File: config.mk
export PLATFORM = sky130hd
export DESIGN_NAME = ffbp_cell
export DESIGN_NICKNAME = d
export VERILOG_FILES = /design/src/design/ffbp_pkg.sv /design/src/design/ffbp_cell.sv
export SDC_FILE = /design/constraint.sdc
export NUM_CORES = 1
export LEC_CHECK = 0
export ABC_CLOCK_PERIOD_IN_PS = 5300
export BUFFER_PORTS_ARGS = -buffer_cell sky130_fd_sc_hd__buf_4
export CORE_ASPECT_RATIO = 1.5
export CORE_UTILIZATION = 48
export CTS_CLUSTER_DIAMETER = 120
export DETAILED_ROUTE_END_ITERATION = 8
export GPL_TIMING_DRIVEN = 0
export PLACE_DENSITY = 0.77
export SYNTH_ARGS = -nofsm -noshare
export SYNTH_HDL_FRONTEND = slang
export SYNTH_SLANG_ARGS = --single-unit
export TNS_END_PERCENT = 30
File: constraint.sdc
create_clock -name clock -period 5.3 [get_ports clock]
set_input_delay 0.53 -clock clock [delete_from_list [all_inputs] [get_ports clock]]
set_output_delay 0.53 -clock clock [all_outputs]
set_load 0.01 [all_outputs]
File: src/design/ffbp_pkg.sv
// First-fit bin packer: shared types and constants.
// Used by ffbp_cell and first_fit_bin_packer_top; depends on nothing.
package ffbp_pkg;

   localparam int unsigned SIZE_W      = 16;
   localparam int unsigned BIN_INDEX_W = 6;
   localparam int unsigned BINS_USED_W = 7;
   localparam int unsigned CSR_ADDR_W  = 3;
   localparam int unsigned CSR_DATA_W  = 32;

   localparam logic [SIZE_W-1:0] CAP_RESET = 16'd100;
   localparam logic [SIZE_W-1:0] FULL_MARK = 16'hFFFF;

   // register index = paddr[2]
   localparam logic REG_BIN_CAPACITY = 1'b0;

   // control flags of an item travelling down the chain
   typedef struct packed {
      logic valid;
      logic clear;   // empty every bin before placing
      logic over;    // size above capacity
      logic placed;  // some bin already took the item
      logic opened;  // placement opened a bin
   } tok_ctl_type;

endpackage

File: src/design/ffbp_cell.sv
// One bin of the first-fit chain: holds fill and open flag, passes the item on.
// Depends on ffbp_pkg.
module ffbp_cell #(
   parameter int unsigned IDX_W   = 6,
   parameter int unsigned CNT_W   = 7,
   parameter int unsigned CELL_ID = 0
) (
   input  logic                        clock,
   input  logic                        reset,
   input  logic                        advance,
   input  logic [ffbp_pkg::SIZE_W-1:0] capacity,
   input  ffbp_pkg::tok_ctl_type       ctl_i,
   input  logic [ffbp_pkg::SIZE_W-1:0] size_i,
   input  logic [IDX_W-1:0]            idx_i,
   input  logic [CNT_W-1:0]            cnt_i,
   output ffbp_pkg::tok_ctl_type       ctl_o,
   output logic [ffbp_pkg::SIZE_W-1:0] size_o,
   output logic [IDX_W-1:0]            idx_o,
   output logic [CNT_W-1:0]            cnt_o
);
   import ffbp_pkg::*;

   logic              open_ff, open_in;
   logic [SIZE_W-1:0] fill_ff, fill_in;
   tok_ctl_type       ctl_ff, ctl_in;
   logic [SIZE_W-1:0] size_ff;
   logic [IDX_W-1:0]  idx_ff, idx_in;
   logic [CNT_W-1:0]  cnt_ff, cnt_in;

   logic open_eff, fits, take_fit, take_new;

   always_comb begin
      open_eff = open_ff & ~ctl_i.clear;
      fits     = open_eff &&
                 ({1'b0, fill_ff} + {1'b0, size_i} <= {1'b0, capacity});
      take_fit = ctl_i.valid & ~ctl_i.placed & fits;
      take_new = ctl_i.valid & ~ctl_i.placed & ~open_eff;

      open_in = open_ff;
      fill_in = fill_ff;
      if (ctl_i.valid) begin
         open_in = open_eff | take_new;
      end
      if (take_fit) begin
         fill_in = fill_ff + size_i;
      end else if (take_new) begin
         fill_in = ctl_i.over ? FULL_MARK : size_i;
      end

      ctl_in        = ctl_i;
      ctl_in.placed = ctl_i.placed | take_fit | take_new;
      ctl_in.opened = ctl_i.opened | take_new;
      idx_in        = (take_fit | take_new) ? IDX_W'(CELL_ID) : idx_i;
      cnt_in        = cnt_i + CNT_W'(open_eff | take_new);
   end

   always_ff @(posedge clock) begin
      if (reset) begin
         open_ff <= 1'b0;
         ctl_ff  <= '0;
      end else if (advance) begin
         open_ff <= open_in;
         ctl_ff  <= ctl_in;
      end
   end

   always_ff @(posedge clock) begin
      if (advance) begin
         fill_ff <= fill_in;
         size_ff <= size_i;
         idx_ff  <= idx_in;
         cnt_ff  <= cnt_in;
      end
   end

   assign ctl_o  = ctl_ff;
   assign size_o = size_ff;
   assign idx_o  = idx_ff;
   assign cnt_o  = cnt_ff;

endmodule

### Word level (Yosys, flattened, before mapping)

Cells that the tools add are included.

* register bits: 51
* input bits: 53
* logic and storage cells: 34
* output and inout bits: 34

* magnitude comparators: 1
* bitwise gates (word level): 13
* muxes and demuxes: 3
* reduce and logical (&&, ||, !) cells: 4
* $add $sub $neg: 3

Operators with widths (number)
* 16-bit 2-to-1 mux: 3
* 16-bit by 16-bit adder with 17-bit output: 1
* 17-bit by 16-bit less-or-equal comparator with 1-bit output: 1
* 16-bit adder: 1
* 7-bit by 1-bit adder with 7-bit output: 1
* 1-bit bitwise OR: 6
* 1-bit AND: 4
* 2-bit AND reduction: 2
* 1-bit NOT: 3
* 2-bit nonzero test: 1
* 1-bit logical AND: 1

### Logic depth before layout (Yosys ltp)

Gate-level depths: netlist (run 1).

* depth after elaboration: 6
* depth in mapped cells: 19
* mapped depth without buffers: 17

### Worst setup path after synthesis (run 1)

Ideal clock, no wire load.

* kind: input -> register
* start point: input size_i[0] (netlist bit)
* end point: register fill_ff[0] (enable)
* setup time: 393 ps
* required time: 4907 ps
* stages on the path: 19
* path buffers: 2
* arrival time: 4657 ps
* setup slack: 250 ps
* cells stage by stage: ha_1 fa_1 a211oi_2 o211ai_2 nand3_2 o21ai_2 a2111oi_0 nor2_1 xnor2_1 ha_1 nor4_1 o211ai_1 a21oi_1 a211o_1 nand4_1 or2_1 buf_6 buf_6 a21boi_1

* cells in the longest elaborated chain, start to end: 6

Ends and longest elaborated chain
* start: declaration: RTL line ffbp_cell.sv:13 `input logic [ffbp_pkg::SIZE_W-1:0] size_i,`
* 16-bit by 16-bit adder with 17-bit output: RTL line ffbp_cell.sv:35 `({1'b0, fill_ff} + {1'b0, size_i} <= {1'b0, capacity});`
* 17-bit by 16-bit less-or-equal comparator with 1-bit output: RTL line ffbp_cell.sv:35
* 1-bit logical AND: RTL line ffbp_cell.sv:34 `fits = open_eff &&`
* 1-bit AND: RTL line ffbp_cell.sv:36 `take_fit = ctl_i.valid & ~ctl_i.placed & fits;`
* 2-bit nonzero test (no source line)
* 2-bit AND reduction (no source line)
* end signal: assignment: RTL line ffbp_cell.sv:69 `fill_ff <= fill_in;`
* end: declaration: RTL line ffbp_cell.sv:24 `logic [SIZE_W-1:0] fill_ff, fill_in;`

No other way between the ends.
A chain may end at the register's enable or synchronous reset.

### Worst setup path in the final report (run 1)

* start point: register fill_ff[0]
* end point: register fill_ff[14] (enable)

* cells in the longest elaborated chain, start to end: 6

Ends and longest elaborated chain (RTL line)
* 16-bit by 16-bit adder with 17-bit output: ffbp_cell.sv:35
* 17-bit by 16-bit less-or-equal comparator with 1-bit output: ffbp_cell.sv:35
* 1-bit logical AND: ffbp_cell.sv:34
* 1-bit AND: ffbp_cell.sv:36
* 2-bit nonzero test (no source line)
* 2-bit AND reduction (no source line)

No other way between the ends.

==> impl_metrics.env, run 1 <==
export IMPL_status="finished, final reports clean"
export IMPL_endpoint="fill_ff[14]"
export IMPL_end_kind="flop"
export IMPL_min_period_over_period=0.944
export IMPL_cp_required_ns=5.33
export IMPL_critPathMaxStageDelay_ns=0.47
export IMPL_rsz0062_at_grt="false"
export IMPL_place_ws_ns=-0.348
export IMPL_globalRoute_busiestLayer="met2"
export IMPL_power_per_cell_area_nw_per_um2=233
export IMPL_syn_to_final_growth_pct=26.8
export IMPL_maxCapViolations=0
export IMPL_synth_area_um2=3200
export IMPL_die_y_um=102
export IMPL_gp_congestion=0.865
export IMPL_cts_tree="done"
export IMPL_pin_count=87
export IMPL_cts_buffers=5
export IMPL_drtIter0Drc=151
export IMPL_wirelength_um=7650
export IMPL_firstDrtPassIters=4
export IMPL_fmax_ghz=0.200
export IMPL_grt_use_met3=0.0502
export IMPL_core_area_um2=6490
export IMPL_antenna_found_initial=0
export IMPL_numPortBuffers=85
export IMPL_cts_root_buf="clkbuf_8"
export IMPL_gr_usage_all_layers=0.233
export IMPL_leakagePower_nw=1.83
export IMPL_avgRoutedWirePerCell_um=16.1
export IMPL_nets=486
export IMPL_grt_use_met1=0.260
export IMPL_fin_ws_ns=0.297
export IMPL_worstSetupStartpointType="flop"
export IMPL_cts_sinks=51
export IMPL_crit_slowest_cell="fa_1"
export IMPL_fin_skew_ns=0.00609
export IMPL_drive_gt1_frac=0.271
export IMPL_path_clk_slew_ns=0.09
export IMPL_crit_type="flop to flop"
export IMPL_reg2reg_depth=20
export IMPL_ctsHoldBuffers=0
export IMPL_ys_seq_elements=51
export IMPL_grt_pass1_wl_um=11900
export IMPL_fillers=589
export IMPL_vdd_ir_drop_max_mv=0.184
export IMPL_syn_num_nets=391
export IMPL_avgSynthCellArea_um2=10.6
export IMPL_start_util=0.493
export IMPL_overflow=0
export IMPL_rrSetupSlack_ns=0.30
export IMPL_tns_ns=0
export IMPL_startpoint="fill_ff[0]"
export IMPL_num_vias=2608
export IMPL_htreeDepth=2
export IMPL_period_minus_slack_ns=5.00
export IMPL_hold_path_class="input port to flop"
export IMPL_cp_depth=20
export IMPL_multi_input_area_um2=1610
export IMPL_seq_area_frac_synth=0.460
export IMPL_synth_top_flop_cell="edfxtp_1"
export IMPL_postPlaceCellArea_um2=3950
export IMPL_syn_inst=303
export IMPL_slew_headroom=0.575
export IMPL_grt_pass1_vias=2587
export IMPL_clock_latency_ns=0.31
export IMPL_ys_types=46
export IMPL_grt_use_met2=0.416
export IMPL_dp_hpwl_um=5890
export IMPL_dp_cells=465
export IMPL_power_total_mw=0.944
export IMPL_die_w_um=68.7
export IMPL_cts_path_max_buffers=2
export IMPL_tightest_slew_ns=0.638
export IMPL_crit_family="compound AO/OA/AOI/OAI gates"
export IMPL_stdcell_area_um2=4060
export IMPL_final_seq_area_um2=1470
export IMPL_drc=0
export IMPL_crit_path_max_fanout=10
export IMPL_antenna_cells=0
export IMPL_design_die_area_um2=7000
export IMPL_path_cells="ha_1 > fa_1 > a211oi_2 > o211ai_2 > nand3_2 > o21ai_2 > a2111oi_2 > nor2_1 > xnor2_1 > ha_1 > nor4_1 > o211ai_1 > a21oi_1 > a211o_1 > nand4_1 > or2_1 > buf_6 > buf_6 > a21boi_4 > buf_6"
export IMPL_critPathArrivalTime_ns=5.03
export IMPL_ant_nets=0
export IMPL_async_flop_share=0
export IMPL_drv_slew=0
export IMPL_instances_no_fill=475
export IMPL_timing_critical_path_buf_inv=3
export IMPL_synth_warnings=0
export IMPL_r2r_end="fill_ff[14]"
export IMPL_cp_common_cell="buf_6"
export IMPL_hold_viol=0
export IMPL_viasPerCell=5.49
export IMPL_setup_violations_final=0
export IMPL_grt_start_max_net_pins=31
export IMPL_synth_edf_count=45
export IMPL_fp_row_count=36
export IMPL_r2r_start="fill_ff[0]"
==> registers in the layout (all words and copies together), names as in the netlist <==
name	cells
idx_o	6
size_o	16
ctl_o	5
fill_ff	16
open_ff	1
cnt_o	7
==> metal layers <==
layer / share of wire / vias up
met3: 0.069 / 16
met2: 0.52 / 88
met4: 0.023 / 0
met1: 0.39 / 1202
li1: - / 1302
met5: 0 / -
==> synthesized netlist by cell type, types with 9 or more instances <==
cell      number  share of area
edfxtp_1      45           0.42
ha_1          34           0.13
nor2_1        32          0.038
a21oi_1       29          0.045
inv_1         19          0.022
nor3_1        13          0.020
nand2_1       12          0.014
xnor2_1       12          0.033
and3_1        11          0.022
o21ai_0       10          0.016
a21o_1         9          0.021
==> worst min-delay path by stage <==
stage / startpoint / to / slack, ns / cells past startpoint
5_1_grt: size_i[12] / size_o[12] / 0.40 / 1
2_1_floorplan: open_ff / open_ff / 0.46 / 2
4_1_cts: size_i[0] / size_o[0] / 0.40 / 1
6_report: size_i[0] / size_o[0] / 0.41 / 1
3_5_place_dp: ctl_o[4] / ctl_o[4] / 0.47 / 2
3_3_place_gp: ctl_o[4] / ctl_o[4] / 0.46 / 2
==> area by class of cell <==
type / count / area share
plain buffers: 9 / 0.0157
multi-input cells: 224 / 0.397
clock buffers: 7 / 0.0188
inverters: 19 / 0.0176
clock inverters: 1 / 0.00123
repair buffers: 88 / 0.164
flip-flops and latches: 51 / 0.363
well taps: 76 / 0.0234
==> layout by cell type, fill, tap and decap left out, drive strengths merged, types with 3 or more instances in the layout <==
cell / netlist / final
a21o: 9 / 9
a21oi: 29 / 29
and3: 11 / 11
buf: 4 / 92
clkbuf: 5 / 12
dfxtp: 6 / 6
edfxtp: 45 / 45
ha: 34 / 34
inv: 19 / 19
nand2: 12 / 12
nand2b: 6 / 6
nand3: 6 / 6
nand4: 5 / 5
nor2: 32 / 32
nor3: 13 / 13
o211ai: 3 / 3
o21a: 6 / 6
o21ai: 13 / 13
or2: 3 / 3
xnor2: 12 / 12
xor2: 6 / 6
==> kinds of logic after synthesis <==
| family | synth area share |
|---|---|
| compound gates | 0.156 |
| xor+xnor | 0.0493 |
| fa+ha+maj | 0.139 |
| buf+inv | 0.0422 |
| flops | 0.460 |
| mux | 0.00626 |
| simple gates | 0.147 |
==> timing repair <==
| item | 4_1_cts | 5_1_grt |
|---|---|---|
| pin swaps | 0 | 1 |
| gates resized for setup | 1 | 2 |
| setup endpoints to repair | 9 | 16 |
| buffers inserted | 0 | 2 |
==> report_power, final <==
| group | internal [mW] | switching, mW | leakage, nW |
|---|---|---|---|
| clock | 0.0929 | 0.128 | 0.0422 |
| sequential | 0.464 | 0.00716 | 0.480 |
| combinational | 0.121 | 0.132 | 1.30 |
| total | 0.678 | 0.267 | 1.83 |
==> metrics by stage <==
step / utilization / hold WS (ns)
3_3_place_gp: 0.606 / 0.462
2_1_floorplan: - / 0.456
6_report: 0.626 / 0.409
5_1_grt: 0.626 / 0.398
3_5_place_dp: 0.609 / 0.470
4_1_cts: 0.622 / 0.400
Power figures use the tool's default switching activity.
==> run 2: changes to the inputs <==
--- a/config.mk
+++ b/config.mk
@@ -9,7 +9,9 @@
 export BUFFER_PORTS_ARGS = -buffer_cell sky130_fd_sc_hd__buf_4
 export CORE_ASPECT_RATIO = 1.5
 export CORE_UTILIZATION = 48
+export CTS_BUF_LIST = sky130_fd_sc_hd__clkbuf_4 sky130_fd_sc_hd__clkbuf_8 sky130_fd_sc_hd__clkbuf_16
 export CTS_CLUSTER_DIAMETER = 120
+export CTS_CLUSTER_SIZE = 16
 export DETAILED_ROUTE_END_ITERATION = 8
 export GPL_TIMING_DRIVEN = 0
 export PLACE_DENSITY = 0.77
==> impl_metrics.env, run 2 (same netlist as run 1, synthesis figures left out) <==
export IMPL_status="finished, final reports clean"
export IMPL_clock_latency_ns=0.31
export IMPL_design_die_area_um2=7000
export IMPL_drive_gt1_frac=0.276
export IMPL_cp_required_ns=5.33
export IMPL_viasPerCell=5.48
export IMPL_final_common_cell="buf_4"
export IMPL_die_w_um=68.7
export IMPL_critPathArrivalTime_ns=5.03
export IMPL_wirelength_um=7650
export IMPL_antenna_found_initial=0
export IMPL_fmax_ghz=0.200
export IMPL_setup_violations_final=0
export IMPL_dp_hpwl_um=5890
export IMPL_rsz0062_at_grt="false"
export IMPL_numPortBuffers=85
export IMPL_fp_row_count=36
export IMPL_slew_headroom=0.574
export IMPL_path_cells="ha_1 > fa_1 > a211oi_2 > o211ai_2 > nand3_2 > o21ai_2 > a2111oi_2 > nor2_1 > xnor2_1 > ha_1 > nor4_1 > o211ai_1 > a21oi_1 > a211o_1 > nand4_1 > or2_1 > buf_6 > buf_6 > a21boi_4 > buf_6"
export IMPL_drc=0
export IMPL_pin_count=87
export IMPL_power_frac_clock=0.242
export IMPL_pwr_share_seq=0.493
export IMPL_ant_nets=0
export IMPL_maxCapViolations=0
export IMPL_cts_buffers=5
export IMPL_fillers=587
export IMPL_firstDrtPassIters=4
export IMPL_leakagePower_nw=1.83
export IMPL_grt_pass1_vias=2595
export IMPL_min_period_over_period=0.943
export IMPL_final_util=0.627
export IMPL_gp_congestion=0.865
export IMPL_cts_sinks=51
export IMPL_crit_slowest_cell="fa_1"
export IMPL_htreeDepth=2
export IMPL_core_area_um2=6490
export IMPL_vdd_ir_drop_max_mv=0.184
export IMPL_p_sw_mw=0.267
export IMPL_cts_root_buf="clkbuf_8"
export IMPL_path_clk_slew_ns=0.09
export IMPL_antenna_cells=0
export IMPL_power_per_cell_area_nw_per_um2=235
export IMPL_hold_path_class="input port to flop"
export IMPL_end_kind="flop"
export IMPL_grt_start_max_net_pins=31
export IMPL_avgRoutedWirePerCell_um=16.1
export IMPL_overflow=0
export IMPL_start_util=0.493
export IMPL_gr_usage_all_layers=0.233
export IMPL_drtIter0Drc=146
export IMPL_critPathMaxStageDelay_ns=0.47
export IMPL_ctsHoldBuffers=0
export IMPL_final_cell_mix="buf_4, edfxtp_1, ha_1"
export IMPL_p_int_mw=0.688
export IMPL_grt_pass1_wl_um=11900
export IMPL_die_y_um=102
export IMPL_cp_common_cell="buf_6"
export IMPL_drv_slew=0
export IMPL_tns_ns=0
export IMPL_cts_path_max_buffers=2
export IMPL_dp_cells=465
export IMPL_hold_viol=0
export IMPL_worstSetupStartpointType="flop"
export IMPL_crit_type="flop to flop"
export IMPL_fin_skew_ns=0.00451
export IMPL_pwr_share_comb=0.265
export IMPL_period_minus_slack_ns=5.00
export IMPL_instances_no_fill=475
export IMPL_crit_path_max_fanout=10
export IMPL_swShare=0.280
export IMPL_nets=486
export IMPL_num_vias=2601
export IMPL_syn_to_final_growth_pct=27.1
export IMPL_tightest_slew_ns=0.639
export IMPL_cts_tree="done"
[run 2: cell counts in the layout (fill, tap and decap cells not counted)]
Identical to the previous run, type by type.
[run 2: final timing paths]
path | cells past startpoint | from | end | slack, ns
worst min-delay path | 1 | size_i[0] | size_o[0] | 0.41
worst max-delay path | 20 | fill_ff[0] | fill_ff[14] | 0.30
worst max register to register | 20 | fill_ff[0] | fill_ff[14] | 0.30
worst min register to register | 2 | ctl_o[4] | ctl_o[4] | 0.49
[run 2: timing repair]
item / in CTS / in global routing
endpoints found under the setup margin: 9 / 16
gates resized for setup: 1 / 2
setup buffers: 0 / 2
pin swaps: 0 / 1
[run 2: routing by layer]
metal	vias up	wire length (µm)	global-route usage
met2	86	3940	0.413
met1	1194	2970	0.261
met3	18	526	0.0502
met5	-	0	0
li1	1303	-	-
met4	0	206	0.0962
[run 2: metrics by stage]
stage | setup WS (ns) | hold WS, ns | power (mW) | cell area [µm²]
floorplan | 0.250 | 0.456 | 0.625 | 3200
global placement | -1.03 | 0.462 | 0.721 | 3930
detailed placement | -0.348 | 0.470 | 0.730 | 3950
CTS | 0.0419 | 0.400 | 0.962 | 4040
global route | 0.000457 | 0.399 | 1.00 | 4070
finish | 0.302 | 0.409 | 0.955 | 4070
[run 2: critical path: cells and delay by family, from the launching register on]
family | cells | cell delay (ns)
buffers and inverters | 3 | 0.49
AOI/OAI and AO/OA | 8 | 1.79
DFF | 1 | 0.40
and+or+nand+nor | 5 | 0.93
xor gates and xnor gates | 1 | 0.18
adders and majority gates | 3 | 0.92
[run 2: power by group through the flow]
stage	Sequential, mW	Clock (mW)	Combinational [mW]
finish	0.471	0.232	0.253
global route	0.474	0.247	0.283
CTS	0.471	0.238	0.253
detailed placement	0.480	0	0.250
global placement	0.479	0	0.242
floorplan	0.490	0	0.135
[run 2: layout make-up]
type | instances | area, µm² | area share
multi-input cells | 224 | 1610 | 0.396
flip-flops and latches | 51 | 1470 | 0.362
repair buffers | 88 | 664 | 0.163
well taps | 76 | 95.1 | 0.0234
clock buffers | 7 | 83.8 | 0.0206
inverters | 19 | 71.3 | 0.0175
plain buffers | 9 | 63.8 | 0.0157
clock inverters | 1 | 5.00 | 0.00123
==> run 3: changes to the inputs <==
--- a/config.mk
+++ b/config.mk
@@ -14,7 +14,7 @@
 export CTS_CLUSTER_SIZE = 16
 export DETAILED_ROUTE_END_ITERATION = 8
 export GPL_TIMING_DRIVEN = 0
-export PLACE_DENSITY = 0.77
+export PLACE_DENSITY = 0.88
 export SYNTH_ARGS = -nofsm -noshare
 export SYNTH_HDL_FRONTEND = slang
 export SYNTH_SLANG_ARGS = --single-unit
==> impl_metrics.env, run 3 (same netlist as run 1, synthesis figures left out) <==
export IMPL_status="finished, final reports clean"
export IMPL_critPathMaxStageDelay_ns=0.49
export IMPL_leakagePower_nw=1.82
export IMPL_overflow=0
export IMPL_gp_congestion=0.876
export IMPL_fp_row_count=36
export IMPL_hold_slack_ns=0.411
export IMPL_core_area_um2=6490
export IMPL_fmax_ghz=0.205
export IMPL_hold_viol=0
export IMPL_power_per_cell_area_nw_per_um2=235
export IMPL_critPathArrivalTime_ns=4.89
export IMPL_tightest_slew_ns=0.588
export IMPL_design_die_area_um2=7000
export IMPL_firstDrtPassIters=4
export IMPL_drc=0
export IMPL_drtIter0Drc=144
export IMPL_vdd_ir_drop_max_mv=0.138
export IMPL_cts_tree="done"
export IMPL_rsz0062_at_grt="false"
export IMPL_htreeDepth=2
export IMPL_avgRoutedWirePerCell_um=15.8
export IMPL_wirelength_um=7490
export IMPL_pwr_share_seq=0.493
export IMPL_grt_pass1_vias=2760
export IMPL_crit_slowest_cell="a2111oi_1"
export IMPL_num_vias=2696
export IMPL_start_util=0.493
export IMPL_pwr_share_comb=0.267
export IMPL_maxCapViolations=0
export IMPL_final_cell_mix="buf_4, edfxtp_1, ha_1"
export IMPL_numPortBuffers=85
export IMPL_drv_slew=0
export IMPL_grt_start_max_net_pins=31
export IMPL_cts_sinks=51
export IMPL_grt_pass1_wl_um=12200
export IMPL_cts_root_buf="clkbuf_8"
export IMPL_final_common_cell="buf_4"
export IMPL_worstSetupStartpointType="flop"
export IMPL_swShare=0.289
export IMPL_syn_to_final_growth_pct=26.9
export IMPL_die_w_um=68.7
export IMPL_timing_critical_path_buf_inv=3
export IMPL_period_minus_slack_ns=4.87
export IMPL_viasPerCell=5.68
export IMPL_cts_buffers=5
export IMPL_end_kind="flop"
export IMPL_antenna_cells=0
export IMPL_crit_type="flop to flop"
export IMPL_power_frac_clock=0.240
export IMPL_crit_path_max_fanout=16
export IMPL_clock_latency_ns=0.31
export IMPL_gr_usage_all_layers=0.234
export IMPL_hold_path_class="input port to flop"
export IMPL_cts_path_max_buffers=2
export IMPL_setup_violations_final=0
export IMPL_path_cells="ha_1 > fa_1 > a211oi_2 > o211ai_2 > nand3_2 > o21ai_2 > a2111oi_1 > nor2_1 > xnor2_1 > ha_1 > o21ai_1 > nand2b_1 > a21oi_1 > a211o_1 > nand4_1 > or2_1 > buf_6 > buf_6 > a21boi_2 > buf_8"
export IMPL_p_sw_mw=0.276
export IMPL_drive_gt1_frac=0.273
export IMPL_slew_headroom=0.608
export IMPL_path_clk_slew_ns=0.10
export IMPL_min_period_over_period=0.919
export IMPL_antenna_found_initial=0
export IMPL_fin_skew_ns=0.00846
export IMPL_nets=486
export IMPL_tns_ns=0
export IMPL_p_int_mw=0.679
export IMPL_die_y_um=102
export IMPL_ant_nets=0
export IMPL_crit_family="compound AO/OA/AOI/OAI gates"
export IMPL_fillers=550
export IMPL_cp_required_ns=5.32
export IMPL_ctsHoldBuffers=0
export IMPL_dp_hpwl_um=5790
export IMPL_pin_count=87
[run 3: changes by cell type in the layout (fill, tap and decap cells not counted), sizes merged]
cell and delta:
clkbuf -2, clkinv +1, clkinvlp +1
[run 3: area by class of cell]
class | count | area, µm² | area share
sequential | 51 | 1470 | 0.362
multi-input combinational | 224 | 1600 | 0.393
clock buffer | 5 | 68.8 | 0.0169
inverter | 19 | 71.3 | 0.0176
clock inverter | 3 | 25.0 | 0.00616
buffer | 9 | 63.8 | 0.0157
tap | 76 | 95.1 | 0.0234
timing repair buffer | 88 | 668 | 0.165
[run 3: worst reg2reg max path, stage by stage (launching register included)]
cell,delay [ns]
edfxtp_1,0.40
ha_1,0.25
fa_1,0.45
a211oi_2,0.32
o211ai_2,0.16
nand3_2,0.12
o21ai_2,0.08
a2111oi_1,0.49
nor2_1,0.16
xnor2_1,0.24
ha_1,0.31
o21ai_1,0.09
nand2b_1,0.06
a21oi_1,0.18
a211o_1,0.17
nand4_1,0.19
or2_1,0.27
buf_6,0.14
buf_6,0.14
a21boi_2,0.16
buf_8,0.21
[run 3: worst paths after layout]
path,to,from,cells past startpoint,slack [ns]
max,fill_ff[5],fill_ff[0],20,0.43
min,size_o[15],size_i[15],1,0.41
max reg2reg,fill_ff[5],fill_ff[0],20,0.43
min reg2reg,ctl_o[4],ctl_o[4],2,0.52
[run 3: metal layers]
metal,track usage,routed length (µm)
met4,0.0978,190
met1,0.269,2880
met5,0,0
met2,0.413,3900
met3,0.0413,517
[run 3: power by group through the flow]
stage	clock network [mW]	logic, mW	registers (mW)
after floorplan	0	0.135	0.490
after global placement	0	0.241	0.479
after detailed placement	0	0.251	0.480
after CTS	0.236	0.254	0.471
after global routing	0.250	0.283	0.473
final	0.229	0.255	0.471
[run 3: repair_timing]
item,4_1_cts,5_1_grt
endpoints found under the setup margin,0,16
setup buffers,0,2
resized for setup,0,1
[run 3: metrics by stage]
step | util | total power [mW] | std cells | setup WS (ns) | instance area (µm²)
2_1_floorplan | - | 0.625 | 303 | 0.250 | 3200
3_3_place_gp | 0.606 | 0.720 | 464 | -0.927 | 3930
3_5_place_dp | 0.609 | 0.732 | 465 | 0.0460 | 3950
4_1_cts | 0.624 | 0.961 | 473 | 0.267 | 4050
5_1_grt | 0.626 | 1.01 | 475 | 0.151 | 4060
6_report | 0.626 | 0.955 | 475 | 0.429 | 4060
